<file path="src/design/assert_macros.svh">
// Assertion helpers for the tokenizer unit.
`ifndef ASSERT_MACROS_SVH
`define ASSERT_MACROS_SVH

// Same-cycle implication, checked outside reset.
`define CLST_ASSERT_IMP(lbl, ante, cons, msg) \
  lbl: assert property (@(posedge clk_i) disable iff (!rst_ni) (ante) |-> (cons)) \
    else $error(msg);

// Next-cycle implication, checked outside reset.
`define CLST_ASSERT_NXT(lbl, ante, cons, msg) \
  lbl: assert property (@(posedge clk_i) disable iff (!rst_ni) (ante) |=> (cons)) \
    else $error(msg);

`endif

</file>
<file path="src/design/clst_pkg.sv">
`timescale 1ns / 1ps
package clst_pkg;

  // Token kinds.
  localparam logic [4:0] K_END     = 5'd0;
  localparam logic [4:0] K_IDENT   = 5'd1;
  localparam logic [4:0] K_KEYWORD = 5'd2;
  localparam logic [4:0] K_NUMBER  = 5'd3;
  localparam logic [4:0] K_STRING  = 5'd4;
  localparam logic [4:0] K_SEMI    = 5'd5;
  localparam logic [4:0] K_LPAREN  = 5'd6;
  localparam logic [4:0] K_RPAREN  = 5'd7;
  localparam logic [4:0] K_LBRACE  = 5'd8;
  localparam logic [4:0] K_RBRACE  = 5'd9;
  localparam logic [4:0] K_ADD     = 5'd10;
  localparam logic [4:0] K_SUB     = 5'd11;
  localparam logic [4:0] K_MUL     = 5'd12;
  localparam logic [4:0] K_DIV     = 5'd13;
  localparam logic [4:0] K_ASSIGN  = 5'd14;
  localparam logic [4:0] K_ADD_EQ  = 5'd15;
  localparam logic [4:0] K_SUB_EQ  = 5'd16;
  localparam logic [4:0] K_MUL_EQ  = 5'd17;
  localparam logic [4:0] K_DIV_EQ  = 5'd18;
  localparam logic [4:0] K_EQ      = 5'd19;
  localparam logic [4:0] K_LT      = 5'd20;
  localparam logic [4:0] K_LE      = 5'd21;
  localparam logic [4:0] K_GT      = 5'd22;
  localparam logic [4:0] K_GE      = 5'd23;
  localparam logic [4:0] K_NE      = 5'd24;
  localparam logic [4:0] K_UNKNOWN = 5'd25;

  // One result item.
  typedef struct packed {
    logic [4:0]  kind;
    logic [3:0]  keyword_index;
    logic [31:0] number_value;
    logic [15:0] text_length;
    logic [31:0] line_number;
    logic [31:0] start_offset;
    logic        last;
  } tok_t;

  // Keyword text, left aligned, zero padded to ten characters.
  localparam logic [79:0] KW_TEXT [16] = '{
    {"if", 64'h0}, {"else", 48'h0}, {"for", 56'h0}, {"do", 64'h0},
    {"while", 40'h0}, {"char", 48'h0}, {"int", 56'h0}, {"return", 32'h0},
    {"quit", 48'h0}, {"print", 40'h0}, {"read", 48'h0}, {"break", 40'h0},
    {"begin", 40'h0}, {"function", 16'h0}, {"interprete"}, {"end", 56'h0}
  };

  localparam logic [3:0] KW_LEN [16] = '{
    4'd2, 4'd4, 4'd3, 4'd2, 4'd5, 4'd4, 4'd3, 4'd6,
    4'd4, 4'd5, 4'd4, 4'd5, 4'd5, 4'd8, 4'd10, 4'd3
  };

  // Character of a keyword at a position; zero past the end of the text.
  function automatic logic [7:0] kw_char(input logic [3:0] idx, input logic [15:0] pos);
    logic [79:0] txt;
    logic [3:0]  p;
    txt = KW_TEXT[idx];
    p   = pos[3:0];
    if (pos < 16'd10) begin
      kw_char = txt[79 - 8 * p -: 8];
    end else begin
      kw_char = 8'h00;
    end
  endfunction

endpackage

</file>
<file path="src/design/clst_if.sv">
`timescale 1ns / 1ps
// Source byte channel.
interface clst_in_if;
  logic       valid;
  logic       ready;
  logic [7:0] byte_req;
  logic       is_end;

  modport source (output valid, output byte_req, output is_end, input ready);
  modport sink (input valid, input byte_req, input is_end, output ready);
endinterface

// Token channel.
interface clst_out_if;
  logic        valid;
  logic        ready;
  logic [4:0]  kind;
  logic [3:0]  keyword_index;
  logic [31:0] number_value;
  logic [15:0] text_length;
  logic [31:0] line_number;
  logic [31:0] start_offset;
  logic        last;

  modport source (output valid, output kind, output keyword_index, output number_value,
                  output text_length, output line_number, output start_offset,
                  output last, input ready);
  modport sink (input valid, input kind, input keyword_index, input number_value,
                input text_length, input line_number, input start_offset,
                input last, output ready);
endinterface

</file>
<file path="src/design/c_like_source_tokenizer_unit.sv">
`timescale 1ns / 1ps
// A token is written to the token queue when the byte that completes it is accepted.
// Throughput: one byte per cycle while the four-entry token queue has two free slots;
// a byte that yields two tokens writes both into the queue together.
// Reset (rst_ni low, asynchronous) returns the scanner to idle at offset 0, line 0,
// and empties the token queue.
`include "assert_macros.svh"
module c_like_source_tokenizer_unit #(
  parameter int NUMBER_BITS   = 32,
  parameter int KEYWORD_COUNT = 16
) (
  input logic        clk_i,
  input logic        rst_ni,
  clst_in_if.sink    in_i,
  clst_out_if.source out_o
);
  import clst_pkg::*;

  // Scanner modes.
  localparam logic [3:0] M_IDLE  = 4'd0;
  localparam logic [3:0] M_IDENT = 4'd1;
  localparam logic [3:0] M_DEC   = 4'd2;
  localparam logic [3:0] M_ZERO  = 4'd3;
  localparam logic [3:0] M_HEX   = 4'd4;
  localparam logic [3:0] M_OCT   = 4'd5;
  localparam logic [3:0] M_STR   = 4'd6;
  localparam logic [3:0] M_OP    = 4'd7;
  localparam logic [3:0] M_LINE  = 4'd8;
  localparam logic [3:0] M_BLOCK = 4'd9;
  localparam logic [3:0] M_BSTAR = 4'd10;

  logic [3:0]               mode_q, mode_d;
  logic [NUMBER_BITS-1:0]   value_q, value_d;
  logic [15:0]              length_q, length_d;
  logic [KEYWORD_COUNT-1:0] cand_q, cand_d;
  logic [4:0]               op_q, op_d;
  logic [31:0]              start_q, start_d;
  logic [31:0]              tline_q, tline_d;
  logic [31:0]              offset_q, offset_d;
  logic [31:0]              lines_q, lines_d;

  logic [7:0] b;
  logic       accept;
  logic       is_alpha, is_digit, is_oct;
  logic [3:0] hex_d;
  logic       hex_ok;
  logic [3:0] dig;
  logic [15:0] length_inc;

  // Pending token as it would be flushed from the current state.
  tok_t       flush_tok;
  logic       flush_has;
  logic       kw_hit;
  logic [3:0] kw_idx;
  logic [63:0] value_wide;

  tok_t       r0, r1, extra;
  logic [1:0] n_res;
  logic       absorbed, do_flush, has_extra;

  assign b      = in_i.byte_req;
  assign accept = in_i.valid && in_i.ready;

  // Byte classes.
  always_comb begin
    is_alpha = (b >= "a" && b <= "z") || (b >= "A" && b <= "Z");
    is_digit = (b >= "0" && b <= "9");
    is_oct   = (b >= "0" && b <= "7");
    dig      = b[3:0];
    hex_ok   = 1'b1;
    if (is_digit) begin
      hex_d = b[3:0];
    end else if ((b >= "a" && b <= "f") || (b >= "A" && b <= "F")) begin
      hex_d = 4'(b[3:0] + 4'd9);
    end else begin
      hex_d  = 4'd0;
      hex_ok = 1'b0;
    end
    length_inc = (length_q == 16'hFFFF) ? length_q : 16'(length_q + 16'd1);
  end

  // Keyword lookup: lowest index among surviving candidates of matching length.
  always_comb begin
    kw_hit = 1'b0;
    kw_idx = 4'd0;
    for (int i = KEYWORD_COUNT - 1; i >= 0; i--) begin
      if (cand_q[i] && ({12'd0, KW_LEN[4'(i)]} == length_q)) begin
        kw_hit = 1'b1;
        kw_idx = 4'(i);
      end
    end
  end

  // Token flushed from the pending state.
  always_comb begin
    value_wide = 64'(value_q);
    flush_tok              = '0;
    flush_tok.line_number  = tline_q;
    flush_tok.start_offset = start_q;
    flush_has              = 1'b1;
    case (mode_q)
      M_IDENT: begin
        flush_tok.kind          = kw_hit ? K_KEYWORD : K_IDENT;
        flush_tok.keyword_index = kw_hit ? kw_idx : 4'd0;
        flush_tok.text_length   = length_q;
      end
      M_DEC, M_ZERO, M_HEX, M_OCT: begin
        flush_tok.kind         = K_NUMBER;
        flush_tok.number_value = value_wide[31:0];
      end
      M_STR: begin
        flush_tok.kind        = K_STRING;
        flush_tok.text_length = length_q;
      end
      M_OP: begin
        flush_tok.kind = op_q;
      end
      default: begin
        flush_has = 1'b0;
      end
    endcase
  end

  // Next state and the results of one byte.
  always_comb begin
    mode_d    = mode_q;
    value_d   = value_q;
    length_d  = length_q;
    cand_d    = cand_q;
    op_d      = op_q;
    start_d   = start_q;
    tline_d   = tline_q;
    offset_d  = offset_q;
    lines_d   = lines_q;
    absorbed  = 1'b0;
    do_flush  = 1'b0;
    has_extra = 1'b0;
    extra              = '0;
    extra.line_number  = tline_q;
    extra.start_offset = start_q;
    r0    = '0;
    r1    = '0;
    n_res = 2'd0;

    if (in_i.is_end) begin
      // Flush, then the end token, then back to the reset state.
      extra.kind         = K_END;
      extra.line_number  = lines_q;
      extra.start_offset = offset_q;
      has_extra = 1'b1;
      do_flush  = flush_has;
      mode_d    = M_IDLE;
      value_d   = '0;
      length_d  = '0;
      cand_d    = '1;
      op_d      = '0;
      start_d   = '0;
      tline_d   = '0;
      offset_d  = '0;
      lines_d   = '0;
    end else begin
      // Feed the byte to the token in progress.
      case (mode_q)
        M_IDENT: begin
          if (is_alpha || is_digit || b == "_") begin
            absorbed = 1'b1;
            for (int i = 0; i < KEYWORD_COUNT; i++) begin
              if (kw_char(4'(i), length_q) != b) cand_d[i] = 1'b0;
            end
            length_d = length_inc;
          end
        end
        M_DEC: begin
          if (is_digit) begin
            absorbed = 1'b1;
            value_d  = (value_q << 3) + (value_q << 1) + NUMBER_BITS'(dig);
          end
        end
        M_ZERO: begin
          if (b == "x" || b == "X") begin
            absorbed = 1'b1;
            mode_d   = M_HEX;
          end else if (is_oct) begin
            absorbed = 1'b1;
            mode_d   = M_OCT;
            value_d  = (value_q << 3) + NUMBER_BITS'(dig);
          end
        end
        M_HEX: begin
          if (hex_ok) begin
            absorbed = 1'b1;
            value_d  = (value_q << 4) + NUMBER_BITS'(hex_d);
          end
        end
        M_OCT: begin
          if (is_oct) begin
            absorbed = 1'b1;
            value_d  = (value_q << 3) + NUMBER_BITS'(dig);
          end
        end
        M_STR: begin
          absorbed = 1'b1;
          if (b == "\"") begin
            do_flush = 1'b1;
            mode_d   = M_IDLE;
          end else begin
            length_d = length_inc;
          end
        end
        M_OP: begin
          if (op_q == K_DIV && b == "/") begin
            absorbed = 1'b1;
            mode_d   = M_LINE;
          end else if (op_q == K_DIV && b == "*") begin
            absorbed = 1'b1;
            mode_d   = M_BLOCK;
          end else if (b == "=") begin
            absorbed  = 1'b1;
            has_extra = 1'b1;
            mode_d    = M_IDLE;
            case (op_q)
              K_ADD:    extra.kind = K_ADD_EQ;
              K_SUB:    extra.kind = K_SUB_EQ;
              K_MUL:    extra.kind = K_MUL_EQ;
              K_DIV:    extra.kind = K_DIV_EQ;
              K_ASSIGN: extra.kind = K_EQ;
              K_LT:     extra.kind = K_LE;
              K_GT:     extra.kind = K_GE;
              default:  extra.kind = K_NE;
            endcase
          end
        end
        M_LINE: begin
          absorbed = 1'b1;
          if (b == "\n") mode_d = M_IDLE;
        end
        M_BLOCK: begin
          absorbed = 1'b1;
          if (b == "*") mode_d = M_BSTAR;
        end
        M_BSTAR: begin
          absorbed = 1'b1;
          if (b == "/") begin
            mode_d = M_IDLE;
          end else if (b == "*") begin
            mode_d = M_BSTAR;
          end else begin
            mode_d = M_BLOCK;
          end
        end
        default: begin
          absorbed = 1'b0;
        end
      endcase

      // A byte that ends the pending token flushes it and opens a new one.
      if (!absorbed) begin
        do_flush = flush_has;
        mode_d   = M_IDLE;
        start_d  = offset_q;
        tline_d  = lines_q;
        value_d  = '0;
        length_d = '0;
        extra.line_number  = lines_q;
        extra.start_offset = offset_q;
        if (b == " " || b == "\t" || b == "\n") begin
          mode_d = M_IDLE;
        end else if (is_alpha || b == "_") begin
          for (int i = 0; i < KEYWORD_COUNT; i++) begin
            cand_d[i] = (kw_char(4'(i), 16'd0) == b);
          end
          length_d = 16'd1;
          mode_d   = M_IDENT;
        end else if (is_digit) begin
          value_d = NUMBER_BITS'(dig);
          mode_d  = (b == "0") ? M_ZERO : M_DEC;
        end else begin
          case (b)
            "\"": mode_d = M_STR;
            ";": begin has_extra = 1'b1; extra.kind = K_SEMI; end
            "(": begin has_extra = 1'b1; extra.kind = K_LPAREN; end
            ")": begin has_extra = 1'b1; extra.kind = K_RPAREN; end
            "{": begin has_extra = 1'b1; extra.kind = K_LBRACE; end
            "}": begin has_extra = 1'b1; extra.kind = K_RBRACE; end
            "+": begin op_d = K_ADD; mode_d = M_OP; end
            "-": begin op_d = K_SUB; mode_d = M_OP; end
            "*": begin op_d = K_MUL; mode_d = M_OP; end
            "/": begin op_d = K_DIV; mode_d = M_OP; end
            "=": begin op_d = K_ASSIGN; mode_d = M_OP; end
            "<": begin op_d = K_LT; mode_d = M_OP; end
            ">": begin op_d = K_GT; mode_d = M_OP; end
            "!": begin op_d = K_UNKNOWN; mode_d = M_OP; end
            default: begin has_extra = 1'b1; extra.kind = K_UNKNOWN; end
          endcase
        end
      end

      if (b == "\n") lines_d = 32'(lines_q + 32'd1);
      offset_d = 32'(offset_q + 32'd1);
    end

    // Order the results and mark the final one.
    if (do_flush && has_extra) begin
      r0 = flush_tok;
      r1 = extra;
      r1.last = 1'b1;
      n_res = 2'd2;
    end else if (do_flush) begin
      r0 = flush_tok;
      r0.last = 1'b1;
      n_res = 2'd1;
    end else if (has_extra) begin
      r0 = extra;
      r0.last = 1'b1;
      n_res = 2'd1;
    end
  end

  // Scanner state.
  always_ff @(posedge clk_i or negedge rst_ni) begin
    if (!rst_ni) begin
      mode_q   <= M_IDLE;
      value_q  <= '0;
      length_q <= '0;
      cand_q   <= '1;
      op_q     <= '0;
      start_q  <= '0;
      tline_q  <= '0;
      offset_q <= '0;
      lines_q  <= '0;
    end else if (accept) begin
      mode_q   <= mode_d;
      value_q  <= value_d;
      length_q <= length_d;
      cand_q   <= cand_d;
      op_q     <= op_d;
      start_q  <= start_d;
      tline_q  <= tline_d;
      offset_q <= offset_d;
      lines_q  <= lines_d;
    end
  end

  // Token queue: four entries, room for two is needed to take a byte.
  tok_t       fifo_q [4];
  logic [1:0] wr_q, rd_q;
  logic [2:0] count_q;
  logic       pop;
  logic [1:0] push;

  assign in_i.ready = (count_q <= 3'd2);
  assign pop        = out_o.valid && out_o.ready;
  assign push       = accept ? n_res : 2'd0;

  always_ff @(posedge clk_i or negedge rst_ni) begin
    if (!rst_ni) begin
      wr_q    <= '0;
      rd_q    <= '0;
      count_q <= '0;
    end else begin
      wr_q    <= 2'(wr_q + push);
      rd_q    <= 2'(rd_q + {1'b0, pop});
      count_q <= 3'(count_q + {1'b0, push} - {2'b0, pop});
    end
  end

  always_ff @(posedge clk_i) begin
    if (push != 2'd0) fifo_q[wr_q] <= r0;
    if (push == 2'd2) fifo_q[2'(wr_q + 2'd1)] <= r1;
  end

  // Output channel.
  assign out_o.valid         = (count_q != 3'd0);
  assign out_o.kind          = fifo_q[rd_q].kind;
  assign out_o.keyword_index = fifo_q[rd_q].keyword_index;
  assign out_o.number_value  = fifo_q[rd_q].number_value;
  assign out_o.text_length   = fifo_q[rd_q].text_length;
  assign out_o.line_number   = fifo_q[rd_q].line_number;
  assign out_o.start_offset  = fifo_q[rd_q].start_offset;
  assign out_o.last          = fifo_q[rd_q].last;

  // Checks.
  `CLST_ASSERT_IMP(a_fill_bound, 1'b1, count_q <= 3'd4, "token queue overfilled")
  `CLST_ASSERT_NXT(a_end_clears, accept && in_i.is_end,
                   offset_q == 32'd0 && lines_q == 32'd0 && mode_q == M_IDLE,
                   "end item did not clear the scanner")
  `CLST_ASSERT_NXT(a_offset_step, accept && !in_i.is_end,
                   offset_q == 32'($past(offset_q) + 32'd1),
                   "byte offset did not advance by one")
  `CLST_ASSERT_NXT(a_end_emits, accept && in_i.is_end, count_q != 3'd0,
                   "end item produced no token")

endmodule

</file>
<file path="src/flat_wrapper.sv">
// flat-port wrapper written by rule: the top's interface ports become plain ports
module c_like_source_tokenizer_unit_flat import clst_pkg::*;
#(
  parameter int NUMBER_BITS   = 32,
  parameter int KEYWORD_COUNT = 16
)
  (clk_i, rst_ni, in_i_valid, in_i_byte_req, in_i_is_end, in_i_ready, out_o_valid, out_o_kind, out_o_keyword_index, out_o_number_value, out_o_text_length, out_o_line_number, out_o_start_offset, out_o_last, out_o_ready);
  clst_in_if in_i_i ();
  clst_out_if out_o_i ();
  input logic clk_i;
  input logic rst_ni;
  input wire logic [$bits(in_i_i.valid)-1:0] in_i_valid;
  input wire logic [$bits(in_i_i.byte_req)-1:0] in_i_byte_req;
  input wire logic [$bits(in_i_i.is_end)-1:0] in_i_is_end;
  output wire logic [$bits(in_i_i.ready)-1:0] in_i_ready;
  output wire logic [$bits(out_o_i.valid)-1:0] out_o_valid;
  output wire logic [$bits(out_o_i.kind)-1:0] out_o_kind;
  output wire logic [$bits(out_o_i.keyword_index)-1:0] out_o_keyword_index;
  output wire logic [$bits(out_o_i.number_value)-1:0] out_o_number_value;
  output wire logic [$bits(out_o_i.text_length)-1:0] out_o_text_length;
  output wire logic [$bits(out_o_i.line_number)-1:0] out_o_line_number;
  output wire logic [$bits(out_o_i.start_offset)-1:0] out_o_start_offset;
  output wire logic [$bits(out_o_i.last)-1:0] out_o_last;
  input wire logic [$bits(out_o_i.ready)-1:0] out_o_ready;
  assign in_i_i.valid = in_i_valid;
  assign in_i_i.byte_req = in_i_byte_req;
  assign in_i_i.is_end = in_i_is_end;
  assign in_i_ready = in_i_i.ready;
  assign out_o_valid = out_o_i.valid;
  assign out_o_kind = out_o_i.kind;
  assign out_o_keyword_index = out_o_i.keyword_index;
  assign out_o_number_value = out_o_i.number_value;
  assign out_o_text_length = out_o_i.text_length;
  assign out_o_line_number = out_o_i.line_number;
  assign out_o_start_offset = out_o_i.start_offset;
  assign out_o_last = out_o_i.last;
  assign out_o_i.ready = out_o_ready;
  c_like_source_tokenizer_unit #(.NUMBER_BITS(NUMBER_BITS), .KEYWORD_COUNT(KEYWORD_COUNT)) u_core (.clk_i(clk_i), .rst_ni(rst_ni), .in_i(in_i_i), .out_o(out_o_i));
endmodule
</file>
<file path="config.mk">
export PLATFORM = sky130hd
export DESIGN_NAME = c_like_source_tokenizer_unit_flat
export DESIGN_NICKNAME = d
export VERILOG_FILES = /design/src/design/clst_pkg.sv /design/src/design/clst_if.sv /design/src/design/c_like_source_tokenizer_unit.sv /design/src/flat_wrapper.sv
export VERILOG_INCLUDE_DIRS = /design/src /design/src/design
export SDC_FILE = /design/constraint.sdc
export NUM_CORES = 2
export LEC_CHECK = 0
export BUFFER_PORTS_ARGS = -buffer_cell sky130_fd_sc_hd__buf_2
export CAP_MARGIN = 20
export CORE_MARGIN = 2
export CORE_UTILIZATION = 60
export CTS_CLUSTER_DIAMETER = 150
export DETAILED_ROUTE_END_ITERATION = 6
export GPL_TIMING_DRIVEN = 0
export PLACE_DENSITY_LB_ADDON = 0.2
export SLEW_MARGIN = 20
export SYNTH_ARGS = -nofsm -noshare
export SYNTH_HDL_FRONTEND = slang
export SYNTH_SLANG_ARGS = --single-unit
</file>
<file path="constraint.sdc">
create_clock -name clk_i -period 11.7 [get_ports clk_i]
set_input_delay 1.755 -clock clk_i [delete_from_list [all_inputs] [get_ports clk_i]]
set_output_delay 1.755 -clock clk_i [all_outputs]
set_load 0.005 [all_outputs]
</file>
==> results.md <==
- Flop2flop setup slack: 5.00 ns
- Proportion of layout cells with a drive suffix above 1: 15.5%
- Sw Pwr: 2.41 mW
- Clock power frac: 33.4%
- Setup ws final: 3.28 ns
- Required @ worst endpoint: 12.00 ns
- Design Power: 7.41 mW
- Synth warn: 0
- Vias in the first global route: 28400
- Clk sinks: 696
- Final Max Tran Viols: 0
- DR iter-0 viols: 3388
- Startpoint types: input port
- GPL Wtd Cong: 0.952
- Die ar.: 61700 um^2
- Smallest hold slack: 0.454 ns
- Mapped cell area: 35800 um^2
- Sw Share: 32.5%
- CTS tree: done
- Initial Util: 60.7%
- Fmax: 119 MHz
- CP arrival: 8.72 ns
- GRT Util Overall: 34.9%
- Crit path capture type: flip-flop
- Buffers on Ports: 136
- CORE AREA: 59000 um^2
- CTS Root Cell: clkbuf_16
- Maxcap violations: 0
- Unrepaired setup endpoints after global routing: false
- Cell area power density: 184 nW/um^2
- DP HPWL: 73700 um
- Setup slack at placement: 2.81 ns
- Inserted Clock Buffers: 72
- Num ports: 137
- Ys flop type: edfxtp_1
- Nets: 3446
- Setup TNS: 0 ns
- Routed Antenna Nets: 0
- Seq cells post-synth: 696
- Layout area overhead: 12.4%
- P_int: 5.01 mW
- Finish-stage setup viols: 0
- Layout Cells excl Fill: 4186
- Hold Crit Class: flip-flop to flip-flop
- Total gr overflow: 0
- Post-cts gate resize count: 0
- First-pass GRT wire length: 164000 um
- Die width: 248 um
- Vias: 28600
- Slew headroom: 24.8%
- Fin crit share: 71.9%
- # DRC: 0
- WS Path Type: input port to flip-flop
- Sequential area share after synthesis: 49.7%
- Final hold viol count: 0
- Cts hold-fix bufs: 0
- Largest net degree at the start of global routing: 74
- Max VDD drop: 0.145 mV
- Leakage power: 15.5 nW
- EDFF count, synth: 280
- H-tree depth: 3
- Actual slew at the worst max-slew pin: 1.13 ns
- Outcome: complete, no violations
- Initial antenna violation count: 6
- Max clock buf depth: 3
- Wire per inst: 26.0 um
- Combinational share of power: 27.9%
- Via density: 6.84
- Number of cell rows: 89
- Mapped Cells: 3135
- Synthesized Nets: 3230
- Final min period: 8.42 ns
- Sequential share of power: 38.7%
- Crit path max fanout: 36
- Reg clk slew, reported paths: 0.06 ns
- Die Y-Extent: 248 um
- Final wirelength: 109000 um
- Post-synthesis cell type count: 98
- Skew-Pair Late Insertion Delay: 0.63 ns
- FFs w/ async S/R, synth: 29.9%
- Setup bufs post-CTS: 0
- Worst Clk Skew: 0.0158 ns
- Placed Cells: 4050
- DR pass1 iterations: 6
- Syn avg cell area: 11.4 um^2
-- Yosys cell counts (6+ instances only) --
master / n / area [um^2]
a22o_1: 520 / 4550
edfxtp_1: 280 / 8410
clkbuf_1: 208 / 781
dfxtp_1: 208 / 4160
nand2_1: 196 / 736
dfrtp_1: 192 / 4800
nor2_1: 180 / 676
o21ai_0: 165 / 826
mux4_2: 122 / 2750
a21oi_1: 105 / 526
ha_1: 79 / 988
xnor2_1: 72 / 631
nand3_1: 68 / 340
xor2_1: 62 / 543
buf_2: 54 / 270
nor3_1: 48 / 240
inv_1: 35 / 131
o22ai_1: 35 / 219
or3_1: 33 / 206
nand4_1: 31 / 194
a31oi_1: 26 / 163
and3_1: 25 / 156
buf_6: 24 / 270
o31ai_1: 20 / 150
and2_1: 19 / 119
buf_1: 18 / 67.6
nor2b_1: 18 / 113
a21o_1: 17 / 128
dfstp_2: 16 / 420
nand2b_1: 15 / 93.8
nor4_1: 14 / 87.6
a211oi_1: 13 / 97.6
o211ai_1: 12 / 90.1
or2_2: 12 / 75.1
a221oi_1: 10 / 87.6
a22oi_1: 9 / 67.6
o21a_1: 9 / 67.6
mux2i_1: 8 / 80.1
nand3b_1: 7 / 52.6
a211o_1: 6 / 52.6
a31o_2: 6 / 52.6
o2111ai_1: 6 / 52.6
o41ai_1: 6 / 52.6
-- state kept, by name (all words and copies together), names as in the netlist --
name,flops
u_core.rd_q,2
u_core.lines_q,32
u_core.op_q,5
u_core.start_q,32
u_core.value_q,32
u_core.cand_q,16
u_core.mode_q,4
u_core.count_q,3
u_core.wr_q,2
u_core.tline_q,32
u_core.length_q,16
u_core.fifo_q,488
u_core.offset_q,32
-- power by group through the flow --
stage               combinational, mW  clock, mW  sequential [mW]
CTS                              2.06       2.49             2.87
global route                     2.20       2.59             2.89
global placement                 2.00          0             2.92
detailed placement               2.05          0             2.91
floorplan                        1.29          0             2.89
finish                           2.07       2.47             2.87
-- path summary, 6_finish.rpt --
kind                                       startpoint               endpoint  cells after the start
worst max-delay path                 in_i_byte_req[1]   u_core.fifo_q[1][41]                     23
worst max register to register       u_core.mode_q[0]   u_core.fifo_q[1][41]                     20
worst min-delay path            u_core.fifo_q[1][115]  u_core.fifo_q[1][115]                      2
max in group asynchronous                      rst_ni       u_core.cand_q[0]                      3
worst min register to register  u_core.fifo_q[1][115]  u_core.fifo_q[1][115]                      2
min in group asynchronous                      rst_ni     u_core.start_q[10]                      1
-- cell usage in the layout, fill, tap and decap left out, drive strengths merged, types with 10 or more instances in the layout --
| cell | Yosys | layout |
|---|---|---|
| a22o | 520 | 520 |
| clkbuf | 209 | 323 |
| edfxtp | 280 | 280 |
| buf | 98 | 240 |
| dfxtp | 208 | 208 |
| nand2 | 197 | 197 |
| dfrtp | 192 | 192 |
| nor2 | 188 | 188 |
| o21ai | 170 | 170 |
| mux4 | 122 | 122 |
| a21oi | 106 | 106 |
| ha | 79 | 79 |
| xnor2 | 72 | 72 |
| nand3 | 68 | 68 |
| xor2 | 62 | 62 |
| nor3 | 48 | 48 |
| inv | 38 | 41 |
| o22ai | 35 | 35 |
| or3 | 34 | 34 |
| nand4 | 31 | 31 |
| a31oi | 26 | 26 |
| and3 | 25 | 25 |
| o31ai | 21 | 21 |
| and2 | 19 | 19 |
| nor2b | 18 | 18 |
| a21o | 17 | 17 |
| a211oi | 17 | 17 |
| dfstp | 16 | 16 |
| nand2b | 15 | 15 |
| nor4 | 14 | 14 |
| or2 | 14 | 14 |
| o211ai | 12 | 12 |
| a221oi | 10 | 10 |
-- worst max-delay path, cell delays in order --
cell and delay (ns):
buf_2 0.15, clkbuf_1 0.49, inv_2 0.30, ha_1 0.33
or4b_4 0.53, o221ai_2 0.22, a31o_1 0.17, buf_4 0.22
o2111a_1 0.38, a21oi_1 0.13, buf_2 0.28, o21ai_0 0.12
nand2_1 0.07, a21oi_1 0.18, ha_1 0.38, nand2_1 0.26
or4_1 0.44, clkbuf_1 0.27, and2_1 0.22, clkbuf_1 0.39
clkbuf_1 0.46, inv_4 0.56, buf_12 0.31
-- final cells by class --
| type | instances | area [um^2] |
|---|---|---|
| diodes | 3 | 7.51 |
| plain buffers | 307 | 1410 |
| clock buffers | 114 | 2210 |
| clock inverters | 19 | 350 |
| fillers | 4221 | 18800 |
| inverters | 39 | 156 |
| multi-input cells | 2093 | 16500 |
| flip-flops and latches | 696 | 17800 |
| well taps | 773 | 967 |
| repair buffers | 142 | 848 |
-- routing by layer --
layer	part of all wire, %	vias to the layer above	global-route usage [%]	routed length, um
li1	-	12600	-	-
met2	48	1567	57.6	52800
met3	9.2	283	5.77	10000
met5	0.018	-	0	20
met4	3.9	4	15.9	4290
met1	38	14200	45.3	41700
-- stage by stage --
stage	util, %	area (um^2)
2_1_floorplan	-	35800
3_3_place_gp	63.5	37500
3_5_place_dp	63.8	37700
4_1_cts	68.2	40200
5_1_grt	68.2	40200
6_report	68.2	40200
-- logic make-up after synthesis --
group / after synthesis / synth area share (%)
xor+xnor: 134 / 3.28
buf+inv: 346 / 4.34
mux: 135 / 8.06
flops: 696 / 49.7
fa+ha+maj: 82 / 2.93
compound gates: 1040 / 22.1
simple gates: 702 / 9.54
No activity file was read; power rests on OpenSTA's default activity.
